## src/rtl/rss_pkg.sv

```systemverilog
// ----------------------------------------------------------------------------
// Range-sum segment tree package
// Shared constants, register map and arithmetic unit operation codes.
// ----------------------------------------------------------------------------
`default_nettype none

package rss_pkg;

   // Default sizing of the tree and of the stored values.
   localparam int DEF_MAX_LENGTH  = 1024;
   localparam int DEF_VALUE_WIDTH = 32;

   // Register port geometry: one 32-bit register at byte address 0.
   localparam int CSR_ADDR_W = 3;
   localparam int CSR_DATA_W = 32;

   // Register index, taken from the word address bits of paddr.
   localparam logic [CSR_ADDR_W-3:0] REG_USED_LENGTH = '0;

   // Transaction kinds on the request channel.
   localparam logic KIND_SET   = 1'b0;
   localparam logic KIND_QUERY = 1'b1;

   // Operations of the shared add/subtract unit.
   typedef enum logic [0:0] {
      ALU_ADD = 1'b0,
      ALU_SUB = 1'b1
   } alu_op_type;

endpackage

`default_nettype wire

```

## src/rtl/rss_alu.sv

```systemverilog
// ----------------------------------------------------------------------------
// Shared add/subtract unit
// The one arithmetic unit of the tree: difference, path update and sums.
// ----------------------------------------------------------------------------
`default_nettype none

module rss_alu #(
   parameter int WIDTH = 32
) (
   input  rss_pkg::alu_op_type op,
   input  logic [WIDTH-1:0]    a,
   input  logic [WIDTH-1:0]    b,
   output logic [WIDTH-1:0]    y
);

   // Results wrap modulo 2^WIDTH.
   always_comb begin
      case (op)
         rss_pkg::ALU_ADD: y = a + b;
         rss_pkg::ALU_SUB: y = a - b;
         default:          y = a + b;
      endcase
   end

endmodule

`default_nettype wire

```

## config.mk

```make
export PLATFORM = sky130hd
export DESIGN_NAME = rss_alu
export DESIGN_NICKNAME = d
export VERILOG_FILES = /design/src/rtl/rss_pkg.sv /design/src/rtl/rss_alu.sv
export SDC_FILE = /design/constraint.sdc
export NUM_CORES = 1
export LEC_CHECK = 0
export ABC_CLOCK_PERIOD_IN_PS = 5000
export BUFFER_PORTS_ARGS = -buffer_cell sky130_fd_sc_hd__clkbuf_2
export CORE_MARGIN = 4
export CORE_UTILIZATION = 37
export DETAILED_ROUTE_END_ITERATION = 12
export PLACE_DENSITY_LB_ADDON = 0.2
export SLEW_MARGIN = 0
export SYNTH_ARGS = -nofsm -noshare
export SYNTH_HDL_FRONTEND = slang
export SYNTH_SLANG_ARGS = --single-unit
```

## constraint.sdc

```tcl
create_clock -name vclk -period 5
set_input_delay 0 -clock vclk [all_inputs]
set_output_delay 0 -clock vclk [all_outputs]
set_load 0.01 [all_outputs]
```

==> results of run 1 <==
-- worst max path at each step --
stage          endpoint  slack, ps  depth (start not counted)
2_1_floorplan     y[25]       1640                         15
3_3_place_gp      y[29]       1150                         17
3_5_place_dp      y[25]       1080                         16
4_1_cts           y[29]       1070                         17
5_1_grt           y[31]        780                         16
6_report          y[30]       1040                         15
-- cell type report --
| cell class | instances | area (sq um) |
|---|---|---|
| fillers | 659 | 3170 |
| well taps | 75 | 93.8 |
| repair buffers | 97 | 485 |
| inverters | 15 | 56.3 |
| multi-input cells | 322 | 2260 |
-- layout by cell type (no fill, tap or decap), drive strengths merged, types with 9 or more instances in the layout --
cell type  Yosys  layout
ha            32      32
a21oi         45      45
nand3          9       9
inv           15      15
nor3          17      17
xnor2         43      43
nor2          39      39
xor2          15      15
o21ai         18      18
nand2         24      24
clkbuf         9      97
-- routing by layer --
metal | track usage [%] | vias to the layer above
met1 | 26.0 | 1236
met5 | 0 | -
met3 | 1.69 | 6
met4 | 1.53 | 0
met2 | 30.4 | 94
li1 | - | 1445
-- stage by stage --
stage	instance area, sq um	utilization [%]	std cells
final	2890	47.7	509
after detailed placement	2890	47.7	509
after global routing	2890	47.7	509
after CTS	2890	47.7	509
after global placement	2890	47.7	509
after floorplan	2360	-	348
-- cells by family after synthesis --
group | count (synthesis)
buffers and inverters | 26
multiplexers | 2
AO/OA/AOI/OAI | 105
AND/OR/NAND/NOR | 124
adder cells (fa/ha/maj) | 33
XOR/XNOR | 58
-- power by group through the flow --
stage / clock network, mW / logic (mW) / registers [mW]
final: 0 / 0.551 / 0
after CTS: 0 / 0.554 / 0
after global placement: 0 / 0.551 / 0
after floorplan: 0 / 0.368 / 0
after detailed placement: 0 / 0.552 / 0
after global routing: 0 / 0.612 / 0
==> impl_metrics.json, run 1 <==
{
  "status": "completed",
  "grt_max_degree": 32,
  "synth_cells": 348,
  "synth.top_cell.area_share_pct": 17.0,
  "final-seq-area_sq_um": 0,
  "synth_xor_area_share_pct": 21.9,
  "antenna_found_initial": 0,
  "period_needed_ps": 3960,
  "post_cts_buffers": 0,
  "portBuffers": 97,
  "critPathMaxStageDelay_ps": 560,
  "hp-start": "a[0]",
  "synth_compound_gate_area_share_pct": 28.0,
  "p_seq_share_pct": 0,
  "p_sw_share_pct": 57.0,
  "p_leak_nw": 1.33,
  "nClkBuffers": 0,
  "met2_wirelength_um": 3190,
  "grt_pass1_wl_um": 11700,
  "maxSlewHeadroom_pct": 42.8,
  "ir_drop_mv": 0.131,
  "core_sq_um": 6060,
  "powerDensity_nw_per_um2": 190,
  "synth_top_family_by_area": "compound AO/OA/AOI/OAI gates",
  "total_power_mw": 0.551,
  "crit_slowest_cell": "or4_4",
  "worstPathCellList": "clkbuf_2 > or4_4 > or3_4 > nor4_1 > nor2_1 > xnor2_1 > ha_1 > a21oi_1 > o21ai_0 > a32o_1 > a21oi_1 > a211oi_1 > or2_2 > a211oi_1 > clkbuf_2",
  "avgSynthCellArea_sq_um": 6.77,
  "combPwrFrac_pct": 100.0,
  "cp_top_family": "simple AND/OR/NAND/NOR gates",
  "worst_setup_path_start_kind": "primary input",
  "crit_arrival_ps": 3960,
  "top_layer_used": "met4",
  "crit_path_end_kind": "primary output",
  "seq_cell_count": 0,
  "vias_per_cell": 5.46,
  "power.internal_mw": 0.237,
  "num_rows": 28,
  "nNetsFinal": 534,
  "ys_seq_area_share_pct": 0,
  "grt_pass1_vias": 2628,
  "clock.fmax_ghz": 0.253,
  "io-pin-count": 97,
  "finalCritPeriodShare_pct": 79.2,
  "ctsHoldBuffers": 0,
  "dp_hpwl_um": 6240,
  "worst_pin_slew_ps": 847,
  "critical_path.startpoint": "b[3]",
  "crit_buf_inv": 2,
  "wl_met3_um": 482,
  "die_h_um": 87.8,
  "area_growth_pct": 22.7,
  "synthMuxAreaShare_pct": 0.902,
  "vias": 2781,
  "drt-pass1-iter-count": 4,
  "syn_nets": 446,
  "critical_path_required_ps": 5000,
  "antenna_left": 0,
  "synth_area_sq_um": 2360,
  "grtUsageTotal_pct": 18.1,
  "final_layout_size_suffix_gt1_share_pct": 25.3,
  "ys_warn_count": 0,
  "hold_ws_ps": 388,
  "wl_met1_um": 3390,
  "post_synth_main_area_contributors": "ha_1 (17%), xnor2_1 (16%), a21oi_1 (9.6%), nor2_1 (6.1%), xor2_1 (5.6%)",
  "setup_violations": 0,
  "post-synth-top-area-cell": "ha_1",
  "place_ws_ps": 1080,
  "synth.most_common_cell": "a21oi_1",
  "path_max_fanout": 6,
  "hold_depth": 5,
  "fin_tns_setup_ps": 0,
  "slew_viol_final": 0,
  "cts-resized-gates": 0,
  "synthAdderAreaFrac_pct": 17.8,
  "place.gp.congestion": 0.896,
  "hold_violations": 0,
  "floorplan.initialDensity_pct": 38.9,
  "min_to": "y[0]",
  "worst-setup-path-type": "primary input to primary output",
  "drtIter0Drc": 110,
  "grt_setup_unrepaired": "false",
  "setup_slack_ps": 1040,
  "drt-total-wl_um": 7120,
  "globalRouteOverflowTotal": 0,
  "route.detailed.drc": 0,
  "wire_per_inst_um": 14.0,
  "maxCapViolCount": 0,
  "yosys.area_share.simple_pct": 27.2,
  "hp-class": "primary input to primary output",
  "ys_types": 51,
  "power_switching_mw": 0.314,
  "pwr-share-clk_pct": 0,
  "antenna_cells": 0,
  "die_area_sq_um": 7710,
  "die_w_um": 87.8,
  "synthTopCellsByCount": "a21oi_1 (45), xnor2_1 (42), nor2_1 (38)"
}
(Power assumes the default switching activity.)
==> inputs of run 2 (changes only) <==
- ABC_CLOCK_PERIOD_IN_PS: 5000 -> 3400
- clock period: 5 -> 3.4 ns (I/O delays scaled with it)
==> impl_metrics.json, run 2 (same netlist as run 1, synthesis figures left out) <==
{
  "status": "complete, but fails checks",
  "violations": "setup timing",
  "nClkBuffers": 0,
  "total_power_mw": 1.05,
  "p_leak_nw": 1.76,
  "drtIter0Drc": 153,
  "num_rows": 28,
  "die_area_sq_um": 7710,
  "power_switching_mw": 0.541,
  "drt-total-wl_um": 8310,
  "combPwrFrac_pct": 100.0,
  "seq_cell_count": 0,
  "antenna_cells": 0,
  "worst_pin_slew_ps": 464,
  "fin_tns_setup_ps": -330,
  "grt_setup_unrepaired": "true",
  "place.gp.congestion": 0.930,
  "route.detailed.drc": 0,
  "nNetsFinal": 610,
  "p_sw_share_pct": 51.4,
  "globalRouteOverflowTotal": 0,
  "maxCapViolCount": 0,
  "hold_ws_ps": 397,
  "grt_pass1_vias": 2906,
  "path_max_fanout": 5,
  "powerDensity_nw_per_um2": 279,
  "core_sq_um": 6060,
  "final-seq-area_sq_um": 0,
  "grt_pass1_wl_um": 12700,
  "io-pin-count": 97,
  "ctsHoldBuffers": 0,
  "utilization_pct": 62.2,
  "period_needed_ps": 3500,
  "portBuffers": 97,
  "finalCritPeriodShare_pct": 103,
  "crit_path_end_kind": "primary output",
  "clock.fmax_ghz": 0.286,
  "hold_violations": 0,
  "p_seq_share_pct": 0,
  "grt_max_degree": 16,
  "dp_hpwl_um": 6830,
  "crit_arrival_ps": 3500,
  "worst_setup_path_start_kind": "primary input",
  "dpl_cell_area_sq_um": 3400,
  "vias_per_cell": 5.32,
  "area_growth_pct": 59.9,
  "pwr-share-clk_pct": 0,
  "antenna_found_initial": 0,
  "drt-pass1-iter-count": 4,
  "maxSlewHeadroom_pct": 68.8,
  "ir_drop_mv": 0.168,
  "power.internal_mw": 0.511,
  "critical_path_required_ps": 3400,
  "final_layout_size_suffix_gt1_share_pct": 44.3,
  "final_cell_mix": "clkbuf_2 (84), buf_4 (69), xnor2_1 (38)",
  "setup_slack_ps": -98.3,
  "setup_violations": 6,
  "antenna_left": 0,
  "wire_per_inst_um": 14.2,
  "layout_commonest_cell": "clkbuf_2",
  "design_area_sq_um": 3770,
  "vias": 3114,
  "slew_viol_final": 0,
  "die_w_um": 87.8,
  "die_h_um": 87.8,
  "grtUsageTotal_pct": 19.4,
  "hp-class": "primary input to primary output",
  "worst-setup-path-type": "primary input to primary output",
  "floorplan.initialDensity_pct": 38.9
}
-- run 2: cell count changes in the layout (fill, tap and decap cells not counted), sizes merged --
cell	previous run	this run
buf	0	89
clkbuf	97	84
-- run 2: timing repair --
item                                    CTS  global route
endpoints found under the setup margin   13            15
pin swaps                                 8            30
endpoints found under the hold margin     0             0
resized for setup                        26            55
setup buffers                             3             7
-- run 2: power by group through the flow --
stage	sequential, mW	clock [mW]	combinational, mW
after global placement	0	0	0.931
final	0	0	1.05
after floorplan	0	0	0.542
after CTS	0	0	0.979
after global routing	0	0	1.14
after detailed placement	0	0	0.938
-- run 2: worst paths after layout --
| check | slack (ps) | cells past startpoint | start | endpoint |
|---|---|---|---|---|
| worst max-delay path | -100 | 16 | b[5] | y[25] |
| worst min-delay path | 400 | 3 | a[1] | y[1] |
-- run 2: worst max-delay path, stage by stage --
cell and delay (ps):
buf_6 90, or4_4 530, or3_4 370, nor2_4 100, nand2_2 80, nor3_4 250, a21oi_2 100, xnor2_1 130
ha_1 370, nand3_2 110, or3_4 400, o21ai_4 240, a311oi_4 170, o31ai_2 260, xor2_1 160, buf_2 140
-- run 2: per-layer routing --
layer / up-vias / track usage, % / wire [um]
met1: 1418 / 26.8 / 3680
met4: 0 / 1.39 / 65
li1: 1597 / - / -
met5: - / 0 / 0
met3: 6 / 2.16 / 489
met2: 93 / 33.7 / 4080
-- run 2: final cells by class --
type                            instances  area (sq um)
Inverter                               15          56.3
Multi-Input combinational cell        322          2530
Timing Repair Buffer                  173          1090
Tap cell                               75          93.8
Fill cell                             557          2290
-- run 2: through the flow --
stage,cells,setup WS (ps)
finish,585,-98.3
global route,585,-290
CTS,579,-80.3
detailed placement,576,-381
global placement,576,-305
floorplan,348,35.9
